--- config.mk ---
export PLATFORM = sky130hd
export DESIGN_NAME = lod_ram
export DESIGN_NICKNAME = d
export VERILOG_FILES = /design/src/rtl/lod_ram.sv
export SDC_FILE = /design/constraint.sdc
export NUM_CORES = 1
export LEC_CHECK = 0
export BUFFER_PORTS_ARGS = -buffer_cell sky130_fd_sc_hd__buf_4
export CORE_MARGIN = 3
export CORE_UTILIZATION = 30
export CTS_CLUSTER_DIAMETER = 30
export CTS_CLUSTER_SIZE = 16
export DETAILED_ROUTE_END_ITERATION = 10
export SYNTH_ARGS = -nofsm -noshare
export SYNTH_HDL_FRONTEND = slang
export SYNTH_SLANG_ARGS = --single-unit
--- constraint.sdc ---
create_clock -name clock -period 1.8 [get_ports clock]
set_input_delay 0.09 -clock clock [delete_from_list [all_inputs] [get_ports clock]]
set_output_delay 0.09 -clock clock [all_outputs]
set_load 0.02 [all_outputs]
--- src/rtl/lod_ram.sv ---
// generic single write port, single read port ram with registered read
// no dependencies
`default_nettype none

module lod_ram #(
   parameter int WIDTH = 8,
   parameter int DEPTH = 16
) (
   input  wire logic                     clock,
   input  wire logic                     wr_en,
   input  wire logic [$clog2(DEPTH)-1:0] wr_addr,
   input  wire logic [WIDTH-1:0]         wr_data,
   input  wire logic [$clog2(DEPTH)-1:0] rd_addr,
   output logic      [WIDTH-1:0]         rd_data
);

   logic [WIDTH-1:0] mem_ff [DEPTH];

   always_ff @(posedge clock) begin
      rd_data <= mem_ff[rd_addr];
      if (wr_en) begin
         mem_ff[wr_addr] <= wr_data;
      end
   end

endmodule

`default_nettype wire

======== Yosys cells after proc, flatten, opt, wreduce, memory -nomap -nowiden ========
Memory sizes are Yosys's and may differ from the RTL's. A register that Yosys moved wholly into a read port is not among the register bits.
Cells that the tools add are included.
word-level totals
  flip-flop bits (word level) ............. 0
  bits in writable memories ............... 128
  input port bits ......................... 18
  output and inout bits ................... 8
  logic and storage cells ................. 3
  memories kept ........................... 1
memories
  memory  words  bits a word  rd ports  clocked after Yosys merged registers in  wr ports  RTL line  source
  mem_ff  16     8            1         1                                        1         17        logic [WIDTH-1:0] mem_ff [DEPTH];
cells by class
  muxes and demuxes ....................... 2
operators by type and width
  kind              number
  2-to-1 mux 1 bit  2

======== Logic depth before layout (Yosys ltp) ========
  depth in word-level cells ............... 2
  depth in mapped cells ................... 5

======== Worst setup path before layout ========
No wires, ideal clock.
  path kind ............................... input to register
  start ................................... input wr_addr[2]
  end ..................................... memory mem_ff[0][0] (enable)
  setup time .............................. 0.383 ns
  data arrival time ....................... 1.200 ns
  data required time ...................... 1.417 ns
  slack ................................... 0.217 ns
  cell stages on the path ................. 2
  path buffers ............................ 0
  path through ............................ or3b_2 nor3_1
RTL lines
  what                RTL line  source
  start: declaration  11        input wire logic [$clog2(DEPTH)-1:0] wr_addr,
  end: declaration    17
Straight into the memory's write port.

==> results.md <==
- The flow ran to the end, and the final reports show no timing, DRC or antenna violations.
- The total detailed-routing wirelength is 9.99 mm.
- Setup violations remaining at the end of the flow were counted as 0.
- The number of global-route vias before repair is about 2600.
- For this run the aggregate overflow at the end of global routing stands at 0.
- The post-synth net total is 247.
- The count of final hold-check violations is 0.
- Counting flops and latches in the post-synthesis netlist gives about 140.
- The number of top-level pins is 26.
- The synthesis-to-finish area growth is 23.3%.
- The placer congestion estimate is 0.733.
- The Yosys warning count is 0.
- Registers take between 0.004 and 0.005 mm².
- Measured along the x axis, the die boundary spans 137 µm.
- For the worst setup path, the data arrival time is 1650 ps.
- The first detailed-routing pass took 4 iterations.
- 0 antenna diodes ended up in the layout.
- The number of max-cap violations is 0.
- Along the worst path, the maximum fanout reaches 1.
- The hold path startpoint is wr_data[2].
- Derived from the worst setup path, the maximum achievable clock frequency is a little over 0.7 GHz.
- Power comes to 7.17 mW.
- The library cell used most frequently in the layout, excluding fill and tap cells, is edfxtp_1.
- The cell count after synthesis came out at between 200 and 250.
- In this run, CTS created clock tree buffers numbering 17.
- The residual antenna-violating net count after detailed routing is 0.
- The power density over the cells is 1130 mW/mm².
- Fill cells in the final layout number roughly 1500.
- The share of total power dissipated in combinational logic is 0.053.
- The worst-case IR drop observed on VDD is 0.000651 V.
- The post-CTS clock slew at the launch and capture registers of the worst setup and hold paths is about 60 ps.
- The minimum hold slack is 0.151 ps.
- The first global-routing pass estimated roughly 15 mm of wire.
- The number of antenna violations at the first check in global routing came to 0.
- For the worst setup path, the data required time is 2080 ps.
- Input and output buffers added on the ports amount to 25.
- Of the total power, the share spent switching nets is 0.202.
- The wire length per cell is between 15 and 20 µm.
- The tree is rooted in a clkbuf_16.
- The headroom to the max-slew limit is 0.689.
- The number of nets in the layout is 312.
- In this run the register-to-register setup slack is approximately 420 ps.
- Entering global routing, the biggest net connects 33 pins.
- The floorplan step defined a die boundary enclosing around 0.019 mm².
- The startpoint of the worst register-to-register path is mem_ff[9][2].
- The leakage power of the design is about 2.1 nW.
- In this run the vertical extent of the chip is between 100 and 150 µm.
- The number of rows in the core area is 47.
- The max-slew violation count is 0.
- Once detailed placement completed, the half-perimeter wirelength came to between 6 and 7 mm.
- The type of the setup path with the least slack is register to register.
- The synthesized area is about 0.0051 mm².
- Dividing the final minimum period by the clock period gives 0.764.
- The DRC violations left is 0.
- The internal cell power is around 5.7 mW.
- In this run the worst hold path is classified as primary input to register.
- The transition at the pin with the smallest max-transition slack is approximately 470 ps.
- TritonCTS built the clock tree.
- The total routing usage reported by global routing is 0.116.
- Setup repair after global routing left no endpoint under its margin.
- The DRC violation total after the first TritonRoute iteration is ~220.
- The maximum level of the CTS H-tree is 4.
- The per-instance average area after synthesis is 22.5 µm².
- Of the total power, the clock network draws 0.450.
- The type of origin of the critical path is a register.
- STA classifies the critical path endpoint as a register.
- The initial standard-cell utilization of the core is 0.308.
- The area of combinational cells with multiple inputs is approximately 0.0011 mm².
- In this run the power spent charging and discharging nets is 1.45 mW.
- Setup total negative slack on the finished layout was measured at 0 ps.
- In this run the worst setup path begins at mem_ff[9][2].
- In the final layout, the share of cells above drive strength 1 is 0.319.
- The sequential group share of total power is 0.497.
- After floorplanning, the core was sized to cover roughly 0.017 mm².
- Clock skew on the completed layout was measured at around 7.1 ps.
- The final critical path time including I/O delays and setup is around 1400 ps.
- The final route contains roughly 2400 vias.
- For this run, the register share of the synthesized area comes to 0.778.
- The clock net sink count is ~140.
- Counting along the longest clock path gives a buffer depth of 2.
- The count of cell types in the netlist is 19.
- The library cells used most frequently in the layout, excluding fill and tap cells, are 128 x edfxtp_1, 49 x buf_4, 18 x mux4_2, 17 x clkbuf_16, 16 x a22oi_1.
- In the routed layout, each cell is associated on average with a via count of approximately 4.6.
- The later pin in the worst-skew pair is clocked with a latency of around 400 ps.
==> layer usage <==
metal / part of all wire / GRT usage / vias to the layer above
li1: - / - / 1103
met1: 0.43 / 0.152 / 1267
met2: 0.49 / 0.180 / 59
met3: 0.060 / 0.0335 / 18
met4: 0.019 / 0.0488 / 0
met5: 0 / 0 / -
==> path summary, 6_finish.rpt <==
check | to | depth (start not counted)
max | rd_data[2] | 3
min | mem_ff[12][2] | 1
max reg2reg | rd_data[2] | 3
min reg2reg | rd_data[4] | 3
==> stage by stage <==
stage | std cells | setup WS (ps) | utilization | instance area (µm²)
final | 527 | 425 | 0.380 | 6350
after global routing | 527 | 341 | 0.380 | 6350
after CTS | 527 | 408 | 0.380 | 6350
after detailed placement | 489 | 193 | 0.343 | 5720
after global placement | 489 | 200 | 0.343 | 5720
after floorplan | 229 | 217 | - | 5150
==> flip-flops by register name (all words and copies together), names as in the netlist <==
signal	count
rd_data	8
mem_ff	128
==> power by group through the flow <==
| stage | clock (mW) | combinational [mW] | sequential (mW) |
|---|---|---|---|
| 2_1_floorplan | 0 | 0.180 | 3.65 |
| 3_3_place_gp | 0 | 0.370 | 3.63 |
| 3_5_place_dp | 0 | 0.380 | 3.63 |
| 4_1_cts | 3.27 | 0.392 | 3.57 |
| 5_1_grt | 3.44 | 0.417 | 3.57 |
| 6_report | 3.23 | 0.383 | 3.57 |
==> synth_stat cells <==
library cell     count  share of area
a22oi_1             16          0.023
and2_1               1         0.0012
and2b_1              1         0.0015
buf_2                3         0.0029
buf_4                1         0.0015
buf_6                3         0.0066
clkdlybuf4s25_2      3         0.0058
dfxtp_1              8          0.031
edfxtp_1           128           0.75
mux4_1              14          0.071
mux4_2              18          0.079
nand2_1              9         0.0066
nand2b_1             2         0.0024
nand3_1              1        0.00097
nand3b_1             2         0.0029
nor2_1              13         0.0095
nor2b_1              1         0.0012
nor3_1               4         0.0039
or3b_2               1         0.0017
==> layout make-up <==
type | count | share of cell area
Timing Repair Buffer | 56 | 0.0706
Multi-Input combinational cell | 83 | 0.167
Sequential cell | 136 | 0.631
Clock inverter | 15 | 0.0215
Tap cell | 220 | 0.0434
Clock buffer | 17 | 0.0670
==> worst max-delay path: stages, from the launching register on <==
cell	delay, ps
edfxtp_1	360
mux4_1	510
a22oi_1	290
nand2_1	90
==> kinds of logic after synthesis <==
| family | synth area share |
|---|---|
| compound gates | 0.0233 |
| buf+inv | 0.0168 |
| flops | 0.778 |
| mux | 0.150 |
| simple gates | 0.0318 |
==> repair_timing <==
item,4_1_cts,5_1_grt
endpoints found under the setup margin,0,0
buffers inserted,0,0
hold buffers,6,0
resized for setup,0,0
endpoints found under the hold margin,80,0
Note: power is estimated with default switching activity, not from simulation.
