**src/rtl/lod_pkg.sv**
```systemverilog
// shared types and constants for the label overlap detection block
// no dependencies
`default_nettype none

package lod_pkg;

   localparam int LABEL_WIDTH     = 6;
   localparam int OUT_COUNT_WIDTH = 24;
   localparam int THR_WIDTH       = 17;
   localparam int CSR_INDEX_WIDTH = 2;
   localparam int Q_SHIFT         = 16;

   localparam logic [CSR_INDEX_WIDTH-1:0] CSR_ALPHA = 2'd0;
   localparam logic [CSR_INDEX_WIDTH-1:0] CSR_GAMMA = 2'd1;
   localparam logic [CSR_INDEX_WIDTH-1:0] CSR_BETA  = 2'd2;

   localparam logic [THR_WIDTH-1:0] ALPHA_RESET = 17'd6554;
   localparam logic [THR_WIDTH-1:0] GAMMA_RESET = 17'd42598;
   localparam logic [THR_WIDTH-1:0] BETA_RESET  = 17'd45875;

   localparam logic OP_ACCUM = 1'b0;
   localparam logic OP_EVAL  = 1'b1;

   typedef struct packed {
      logic                   op;
      logic [LABEL_WIDTH-1:0] ref_label;
      logic [LABEL_WIDTH-1:0] test_label;
   } req_word_type;

   typedef struct packed {
      logic [LABEL_WIDTH-1:0]     object_index;
      logic [OUT_COUNT_WIDTH-1:0] voxel_count;
      logic                       detected;
      logic                       last;
   } rsp_word_type;

endpackage

`default_nettype wire

```
**src/rtl/lod_eval.sv**
```systemverilog
// evaluation sequencer: per reference object threshold tests and ordered walk
// depends on lod_pkg; reads the overlap, row and column memories of the top level
`default_nettype none

module lod_eval
   import lod_pkg::*;
#(
   parameter int MAX_REF_LABELS  = 64,
   parameter int MAX_TEST_LABELS = 64,
   parameter int COUNT_WIDTH     = 24
) (
   input  wire logic                                               clock,
   input  wire logic                                               reset,
   input  wire logic                                               go,
   input  wire logic [LABEL_WIDTH-1:0]                             hr,
   input  wire logic [LABEL_WIDTH-1:0]                             ht,
   input  wire logic [THR_WIDTH-1:0]                               alpha,
   input  wire logic [THR_WIDTH-1:0]                               gamma,
   input  wire logic [THR_WIDTH-1:0]                               beta,
   input  wire logic [COUNT_WIDTH-1:0]                             ovl_rdata,
   input  wire logic [COUNT_WIDTH-1:0]                             row_rdata,
   input  wire logic [COUNT_WIDTH-1:0]                             col_rdata,
   output logic      [$clog2(MAX_REF_LABELS*MAX_TEST_LABELS)-1:0] ovl_addr,
   output logic      [$clog2(MAX_REF_LABELS)-1:0]                  row_addr,
   output logic      [$clog2(MAX_TEST_LABELS)-1:0]                 col_addr,
   output logic                                                    rsp_strobe,
   output rsp_word_type                                            rsp_word,
   output logic                                                    done
);

   localparam int OA = $clog2(MAX_REF_LABELS*MAX_TEST_LABELS);
   localparam int RA = $clog2(MAX_REF_LABELS);
   localparam int TA = $clog2(MAX_TEST_LABELS);
   localparam int DW = COUNT_WIDTH + 1;
   localparam int AW = COUNT_WIDTH + 6;
   localparam int PW = COUNT_WIDTH + 24;
   localparam int CAP_BITS = (COUNT_WIDTH < OUT_COUNT_WIDTH) ? COUNT_WIDTH : OUT_COUNT_WIDTH;
   localparam logic [DW-1:0] CAP = DW'((64'd1 << CAP_BITS) - 64'd1);

   typedef enum logic [3:0] {
      IDLE, NONE, ROW_RD, ROW_DAT, ALPHA_MUL, ALPHA_CMP, STEP, SCAN, SCAN_END,
      SCAN_DEC, VETO_RD, VETO_DAT, VETO_MUL, VETO_CMP, EMIT, DONE
   } eval_state_type;

   eval_state_type state_ff;

   logic [LABEL_WIDTH-1:0] idx_ff, hr_ff, ht_ff, scan_t_ff, rd_t_ff;
   logic [LABEL_WIDTH-1:0] prev_t_ff, best_t_ff;
   logic [DW-1:0]          denom_ff, sum_ff;
   logic [COUNT_WIDTH-1:0] row_ff, prev_v_ff, best_v_ff, o0_ff;
   logic [PW-1:0]          aprod_ff, gprod_ff, bprod_ff;
   logic [AW-1:0]          acc_ff;
   logic                   have_prev_ff, best_valid_ff, rd_valid_ff, det_ff;
   logic                   rsp_strobe_ff, done_ff;
   rsp_word_type           rsp_word_ff;

   logic [THR_WIDTH+DW-1:0]          amul, bmul;
   logic [THR_WIDTH+COUNT_WIDTH-1:0] gmul;
   logic                             elig, take;
   logic [DW-1:0]                    vox;

   function automatic logic [OA-1:0] cell_addr(input logic [LABEL_WIDTH-1:0] r,
                                                input logic [LABEL_WIDTH-1:0] t);
      cell_addr = OA'(int'(r) * MAX_TEST_LABELS + int'(t));
   endfunction

   always_comb begin
      amul = THR_WIDTH'(alpha) * denom_ff;
      gmul = THR_WIDTH'(gamma) * row_ff;
      bmul = THR_WIDTH'(beta) * sum_ff;
      elig = !have_prev_ff || (ovl_rdata < prev_v_ff) ||
             ((ovl_rdata == prev_v_ff) && (rd_t_ff > prev_t_ff));
      take = rd_valid_ff && elig && (!best_valid_ff || (ovl_rdata > best_v_ff));
      vox  = (denom_ff > CAP) ? CAP : denom_ff;
      row_addr = RA'(idx_ff);
      col_addr = TA'(best_t_ff);
      case (state_ff)
         SCAN:    ovl_addr = cell_addr(idx_ff, scan_t_ff);
         VETO_RD: ovl_addr = cell_addr('0, best_t_ff);
         default: ovl_addr = cell_addr(idx_ff, '0);
      endcase
   end

   always_ff @(posedge clock) begin
      if (reset) begin
         state_ff      <= IDLE;
         rsp_strobe_ff <= 1'b0;
         done_ff       <= 1'b0;
         rd_valid_ff   <= 1'b0;
      end else begin
         rsp_strobe_ff <= 1'b0;
         done_ff       <= 1'b0;
         rd_valid_ff   <= (state_ff == SCAN);
         rd_t_ff       <= scan_t_ff;
         if (take) begin
            best_valid_ff <= 1'b1;
            best_v_ff     <= ovl_rdata;
            best_t_ff     <= rd_t_ff;
         end
         unique case (state_ff)
            IDLE: begin
               if (go) begin
                  hr_ff    <= hr;
                  ht_ff    <= ht;
                  idx_ff   <= LABEL_WIDTH'(1);
                  state_ff <= (hr == '0) ? NONE : ROW_RD;
               end
            end
            NONE: begin
               rsp_strobe_ff <= 1'b1;
               rsp_word_ff   <= '{object_index: '0, voxel_count: '0, detected: 1'b0,
                                  last: 1'b1};
               state_ff      <= DONE;
            end
            ROW_RD: state_ff <= ROW_DAT;
            ROW_DAT: begin
               denom_ff <= DW'(ovl_rdata) + DW'(row_rdata);
               row_ff   <= row_rdata;
               state_ff <= ALPHA_MUL;
            end
            ALPHA_MUL: begin
               aprod_ff <= PW'(amul);
               gprod_ff <= PW'(gmul);
               state_ff <= ALPHA_CMP;
            end
            ALPHA_CMP: begin
               if ((PW'(row_ff) << Q_SHIFT) <= aprod_ff) begin
                  det_ff   <= 1'b0;
                  state_ff <= EMIT;
               end else begin
                  acc_ff       <= '0;
                  have_prev_ff <= 1'b0;
                  state_ff     <= STEP;
               end
            end
            STEP: begin
               best_valid_ff <= 1'b0;
               scan_t_ff     <= LABEL_WIDTH'(1);
               if (!((PW'(acc_ff) << Q_SHIFT) < gprod_ff) || (ht_ff == '0)) begin
                  det_ff   <= 1'b1;
                  state_ff <= EMIT;
               end else begin
                  state_ff <= SCAN;
               end
            end
            SCAN: begin
               scan_t_ff <= scan_t_ff + LABEL_WIDTH'(1);
               if (scan_t_ff == ht_ff) begin
                  state_ff <= SCAN_END;
               end
            end
            SCAN_END: state_ff <= SCAN_DEC;
            SCAN_DEC: begin
               if (!best_valid_ff) begin
                  det_ff   <= 1'b1;
                  state_ff <= EMIT;
               end else begin
                  state_ff <= VETO_RD;
               end
            end
            VETO_RD: state_ff <= VETO_DAT;
            VETO_DAT: begin
               o0_ff    <= ovl_rdata;
               sum_ff   <= DW'(ovl_rdata) + DW'(col_rdata);
               state_ff <= VETO_MUL;
            end
            VETO_MUL: begin
               bprod_ff <= PW'(bmul);
               state_ff <= VETO_CMP;
            end
            VETO_CMP: begin
               if ((PW'(o0_ff) << Q_SHIFT) > bprod_ff) begin
                  det_ff   <= 1'b0;
                  state_ff <= EMIT;
               end else begin
                  acc_ff       <= acc_ff + AW'(best_v_ff);
                  prev_v_ff    <= best_v_ff;
                  prev_t_ff    <= best_t_ff;
                  have_prev_ff <= 1'b1;
                  state_ff     <= STEP;
               end
            end
            EMIT: begin
               rsp_strobe_ff <= 1'b1;
               rsp_word_ff   <= '{object_index: idx_ff,
                                  voxel_count: OUT_COUNT_WIDTH'(vox),
                                  detected: det_ff, last: (idx_ff == hr_ff)};
               if (idx_ff == hr_ff) begin
                  state_ff <= DONE;
               end else begin
                  idx_ff   <= idx_ff + LABEL_WIDTH'(1);
                  state_ff <= ROW_RD;
               end
            end
            DONE: begin
               done_ff  <= 1'b1;
               state_ff <= IDLE;
            end
            default: state_ff <= IDLE;
         endcase
      end
   end

   assign rsp_strobe = rsp_strobe_ff;
   assign rsp_word   = rsp_word_ff;
   assign done       = done_ff;

`ifndef SYNTHESIS
   a_scan_bounded: assert property (@(posedge clock) disable iff (reset)
      (state_ff == SCAN) |-> (scan_t_ff <= ht_ff) && (scan_t_ff != '0))
      else $error("scan label out of range");
   a_emit_then_strobe: assert property (@(posedge clock) disable iff (reset)
      (state_ff == EMIT) |=> rsp_strobe_ff)
      else $error("emit without strobe");
   a_done_after_last: assert property (@(posedge clock) disable iff (reset)
      done_ff |-> $past(rsp_strobe_ff) && $past(rsp_word_ff.last))
      else $error("done without last word");
`endif

endmodule

`default_nettype wire

```
**config.mk**
```make
export PLATFORM = sky130hd
export DESIGN_NAME = lod_eval
export DESIGN_NICKNAME = d
export VERILOG_FILES = /design/src/rtl/lod_pkg.sv /design/src/rtl/lod_eval.sv
export SDC_FILE = /design/constraint.sdc
export NUM_CORES = 2
export LEC_CHECK = 0
export BUFFER_PORTS_ARGS = -buffer_cell sky130_fd_sc_hd__buf_4
export CORE_AREA = 2 2 692 350
export CTS_CLUSTER_DIAMETER = 50
export DETAILED_ROUTE_END_ITERATION = 10
export DIE_AREA = 0 0 694 352
export GPL_ROUTABILITY_DRIVEN = 0
export SLEW_MARGIN = 15
export SYNTH_ARGS = -nofsm -noshare
export SYNTH_HDL_FRONTEND = slang
export SYNTH_SLANG_ARGS = --single-unit
```
**constraint.sdc**
```tcl
create_clock -name clock -period 7 [get_ports clock]
set_input_delay 0.35 -clock clock [delete_from_list [all_inputs] [get_ports clock]]
set_output_delay 0.35 -clock clock [all_outputs]
set_load 0.02 [all_outputs]
```
-- After elaboration in Yosys (flattened, before gate mapping)
Index checks and enable logic that the tools add are counted.
- add/subtract/negate cells: 6
- $mul: 3
- $lt $le $gt $ge: 7
- equality and inequality tests: 27
- muxes and demuxes: 30
- bitwise logic cells: 2
- reduce and logical (&&, ||, !) cells: 34
- operator list (cell ; number):
    $mul 17x25->42 ; 2
    $pmux 32 s2 ; 1
    $pmux 4 s16 ; 1
    $mux 30 ; 2
    $pmux 30 s2 ; 1
    $add 24x24->25 ; 2
    $lt 46x41->1 ; 1
    $gt 40x42->1 ; 1
    $le 40x42->1 ; 1
    $mul 17x24->41 ; 1
    $eq 4x4->1 const B ; 8
    $add 30x24->30 ; 1
    $gt 25x24->1 const B ; 1
    $eq 24x24->1 ; 1
    $gt 24x24->1 ; 1
    $lt 24x24->1 ; 1
    $mux 24 ; 1
    $mux 4 ; 6
    $pmux 12 s2 ; 1
    $pmux 6 s2 ; 2
    $reduce_and 2->1 ; 9
    $eq 4x3->1 const B ; 4
    $ne 2x2->1 const B ; 8
    $add 12x6->12 ; 1
    other kinds (24) ; 51
- flip-flop bits (word level): 385
- input bits: 138
- output and inout bits: 58
- logic and storage cells: 137

-- Longest topological paths before layout
- depth in word-level cells: 7
- mapped depth: 26
- depth with buffers taken out: 24

-- Least setup slack after synthesis
Ideal clock, no wire load.
- path type: input port to flip-flop
- from: input ovl_rdata[21]
- to: register best_valid_ff, enable pin
- setup time: 0.317 ns
- arrival: 7.197 ns
- required time: 6.683 ns
- setup slack: -0.514 ns
- stages: 11
- buffers on the path: 0
- cells stage by stage: ha_1 a21o_1 a21o_1 a21oi_1 o21ai_0 a2111oi_0 o21ai_0 a31oi_1 nor3_1 a2111oi_0 o21bai_1
- longest elaborated chain between the ends: 7
- elaborated cells on any way between the ends: 11
- those cells by class: order compare: 2; eq/ne: 1; reduce/logical: 8
- RTL lines (item ; RTL line ; text):
    from (decl) ; lod_eval.sv:20 ; input wire logic [COUNT_WIDTH-1:0] ovl_rdata,
    $lt 24x24->1 / $eq 24x24->1 (equally long branches) ; lod_eval.sv:71, lod_eval.sv:72 ;
    $logic_or 1x1->1 / $logic_and 1x1->1 (equally long branches) ; lod_eval.sv:71, lod_eval.sv:72 ;
    $logic_or 1x1->1 ; lod_eval.sv:71 ; elig = !have_prev_ff || (ovl_rdata < prev_v_ff) ||
    $logic_and 1x1->1 ; lod_eval.sv:73 ; take = rd_valid_ff && elig && (!best_valid_ff || (ovl_rdata > best_v_ff));
    $logic_and 1x1->1 (*) ; lod_eval.sv:73 ;
    $reduce_bool 2->1 (no line) (*) ; - ;
    $reduce_and 2->1 (no line) (*) ; - ;
    to (signal assigned) ; lod_eval.sv:96 ; best_valid_ff <= 1'b1;
    to (signal assigned) ; lod_eval.sv:137 ; best_valid_ff <= 1'b0;
    to (decl) ; lod_eval.sv:53 ; logic have_prev_ff, best_valid_ff, rd_valid_ff, det_ff;
Mark *: on every way between the ends. The rest lies on a longest branch, timed or not.
A chain may end at the register's enable or synchronous reset.

-- Worst setup path after layout
- from: register denom_ff[11]
- to: register aprod_ff[40] (data pin)
- longest elaborated chain between the ends: 1
- RTL lines (item ; RTL line ; text):
    from (decl) ; lod_eval.sv:49 ; logic [DW-1:0] denom_ff, sum_ff;
    from (signal assigned) ; lod_eval.sv:117 ; denom_ff <= DW'(ovl_rdata) + DW'(row_rdata);
    $mul 17x25->42 ; lod_eval.sv:68 ; amul = THR_WIDTH'(alpha) * denom_ff;
    via amul[40] ; lod_eval.sv:57 ; logic [THR_WIDTH+DW-1:0] amul, bmul;
    to (signal assigned) ; lod_eval.sv:122 ; aprod_ff <= PW'(amul);
    to (decl) ; lod_eval.sv:51 ; logic [PW-1:0] aprod_ff, gprod_ff, bprod_ff;
The timed path passes the listed nets, and every way through them passes these cells.

==> qor.txt <==
Run status - complete, no violations
Number of rows in the core area - 127
Met3 track utilization from global routing - 3.46%
TritonCTS buffer count - 56
Buffering stage count on the worst path with inverters included - 6
Die width - 694 µm
Worst Path Arrival - 7.24 ns
Launch point of the worst reg-to-reg path - denom_ff[11]
R2r endpoint - aprod_ff[40]
Worst slack at placement - -0.130 ns
Worst stage delay on the critical path - 0.52 ns
Dominant cell by count in the synthesized netlist - sky130_fd_sc_hd__inv_1
Layout cells sized above 1 - 9.81%
Startpoint of the most critical hold path - ovl_rdata[17]
Ports - 196
Routed length per placed instance - 17.4 µm
Total wirelength of the detailed-routed design - 171000 µm
Slew at the pin with the worst max-slew slack - 0.975 ns
Worst path most repeated cell - sky130_fd_sc_hd__fa_1
Clock H-tree levels - 2
Post-route core utilization - 29.0%
Clock Pin Slew Worst Setup and Hold Paths - 0.06 ns
Overall fraction of global-route tracks in use - 14.1%
Cell at the slowest stage of the critical path - sky130_fd_sc_hd__edfxtp_1
Port bufs - 195
Final worst-path setup slack - 0.186 ns
Number of setup violations in the final report - 0
Cell Count, Final, Fillers Out - 9821
Starting Density - 24.9%
Number of synthesized flops with an enable pin - 378
Final critical-path required period - 6.81 ns
Max Buffers Root-to-Sink - 3
Maximum fanout encountered on the critical timing path - 7
Sequential fraction of the synthesis area - 19.4%
Max-slew violation count - 0
Area Growth Syn to Fin - 16.8%
Tightest Hold Check Type - input port to flip-flop
Layout net count - 8316
Antenna-violating nets left - 0
Setup clock skew after layout - 0.0286 ns
Count of unresolved DRC violations after routing - 0
Sinks on the clock net - 385
Area of the die - 244000 µm²
Terminating pin of the worst hold path - best_v_ff[17]
Top area cells in the synthesized netlist - sky130_fd_sc_hd__fa_1 (34%), sky130_fd_sc_hd__edfxtp_1 (19%), sky130_fd_sc_hd__ha_1 (12%), sky130_fd_sc_hd__inv_1 (9.1%), sky130_fd_sc_hd__nand2_1 (5.5%)
Path depth of the worst reg2reg path - 24
Number of nets in the synthesized netlist - 7917
Post-detailed-route via-to-cell ratio - 4.45
Setup repair after global routing missed its margin - true
Post-route setup TNS - 0 ns
Library cells used by synthesis - 70
Post-synth top flop - sky130_fd_sc_hd__edfxtp_1
Nature of the critical path startpoint - flip-flop
Met2 Track Usage GR - 19.0%
Clock Root Buffer - sky130_fd_sc_hd__clkbuf_16
GR Overflow Total - 0
Total vias in the final route - 43700
Ys async rst share - 0%
Endpoints failing hold - 0
Initial DRC count - 3541
Number of synthesis warnings - 0
Series of cell instances along the critical path - buf_4 -> and2_1 -> fa_1 -> inv_1 -> fa_1 -> fa_1 -> inv_1 -> fa_1 -> fa_1 -> inv_1 -> fa_1 -> inv_1 -> ha_1 -> a21oi_1 -> o21bai_1 -> a211oi_1 -> o31ai_1 -> a41oi_2 -> buf_4 -> o21a_4 -> o31ai_4 -> a221oi_2 -> a21oi_1 -> xor2_1
Initial antenna violation count - 13
Flip-flop and latch count after synthesis - 385
Number of max-cap violations - 0
Number of global-route vias before repair - 46000
Maximum clock rate - 147 MHz
Final worst-path cycle share - 97.3%
Floorplan Core Area - 238000 µm²
Clock tree from TritonCTS - done
Met1 global-route usage - 22.1%
Number of instances in the synthesized netlist - 6211
Netlist Area Pre-Place - 59200 µm²
Worst slew margin relative to its limit - 34.4%
Vertical die dimension - 352 µm
Mean area per synthesized cell - 9.54 µm²
Clk Latency, worst-skew pair - 0.69 ns
Post-synth top area cell - sky130_fd_sc_hd__fa_1
Critical path start-end classification - flip-flop to flip-flop
Data required time of the critical path - 7.43 ns
Area share of the largest cell type after synthesis - 34.5%
Crit-path leading delay family - adder cells
Sum of net half-perimeters after detailed placement - 145000 µm
Worst reg-to-reg setup slack - 0.19 ns
Number of optimization iterations in the first detailed-route pass - 5
Hold-critical path depth - 1
Top cell types by occurrence after synthesis - sky130_fd_sc_hd__inv_1 (1436), sky130_fd_sc_hd__fa_1 (1020), sky130_fd_sc_hd__nand2_1 (861)
Cell Count Post-Placement - 9585
Most utilized layer in the global route result - met1
Worst Setup End Kind - flip-flop
Maximum number of pins on one net before global-route repair - 50
First-pass GRT wire length - 269000 µm
logic make-up after synthesis:
kind of cell / synth area share, %
xor gates and xnor gates: 2.69
and+or+nand+nor: 14.7
AOI/OAI and AO/OA: 6.66
buffers and inverters: 10.5
DFF: 19.4
adders and majority gates: 46.0
area by class of cell:
cell class,count,area (µm²)
diodes,4,10.0
clock buffers,62,1450
clock inverters,43,566
fillers,24700,169000
inverters,1436,5390
multi-input cells,4171,41800
flip-flops and latches,385,11500
well taps,3160,3950
repair buffers,560,4550
worst max-delay path by stage:
stage	startpoint	to	slack, ns	cells after the start
6_report	denom_ff[11]	aprod_ff[40]	0.19	24
4_1_cts	denom_ff[8]	aprod_ff[38]	0.001	25
3_5_place_dp	denom_ff[7]	aprod_ff[38]	-0.13	24
3_3_place_gp	denom_ff[7]	aprod_ff[40]	-0.19	24
2_1_floorplan	row_ff[13]	gprod_ff[30]	0.55	24
5_1_grt	sum_ff[6]	bprod_ff[37]	-0.05	26
layer usage:
| metal | vias to the layer above | part of all wire, % |
|---|---|---|
| met5 | - | 0.044 |
| met4 | 12 | 2.0 |
| met3 | 182 | 9.6 |
| met2 | 1568 | 39 |
| met1 | 22000 | 50 |
| li1 | 19900 | - |
placed cells by master, fill, tap and decap left out, drive strengths merged, types with 20 or more instances in the layout:
master and n:
inv 1448, o21a 36, o21ai 95, nand2 861, clkinv 20, edfxtp 378, a21oi 172, clkbuf 62
xor2 55, xnor2 127, ha 548, a31oi 23, nand3 38, buf 503, and2 510, fa 1020
nor3 44, dlygate4sd3 57, o21bai 32, and3 28, nand2b 23, nor2 196, a21o 124, nor2b 34
nand4 31
timing repair:
item | 4_1_cts | 5_1_grt
hold endpoints to repair | 74 | 1
buffers inserted | 12 | 57
setup endpoints to repair | 5 | 29
hold buffers | 56 | 1
pin swaps | 0 | 9
gates resized for setup | 3 | 34
state kept, by name, summed over array words and instances (netlist names), 25 cells and up:
register,flops
aprod_ff,42
gprod_ff,41
rsp_word,32
bprod_ff,42
sum_ff,25
denom_ff,25
acc_ff,30
metrics by stage:
step                hold slack [ns]  instance area (µm²)
finish                       0.0480                69200
detailed placement            0.454                65800
global route                 0.0111                69200
global placement              0.437                65800
CTS                         0.00596                68500
floorplan                     0.426                59200
Power is not shown: default switching activity piles up to over one toggle a cycle in this logic, so the estimate is an artifact.
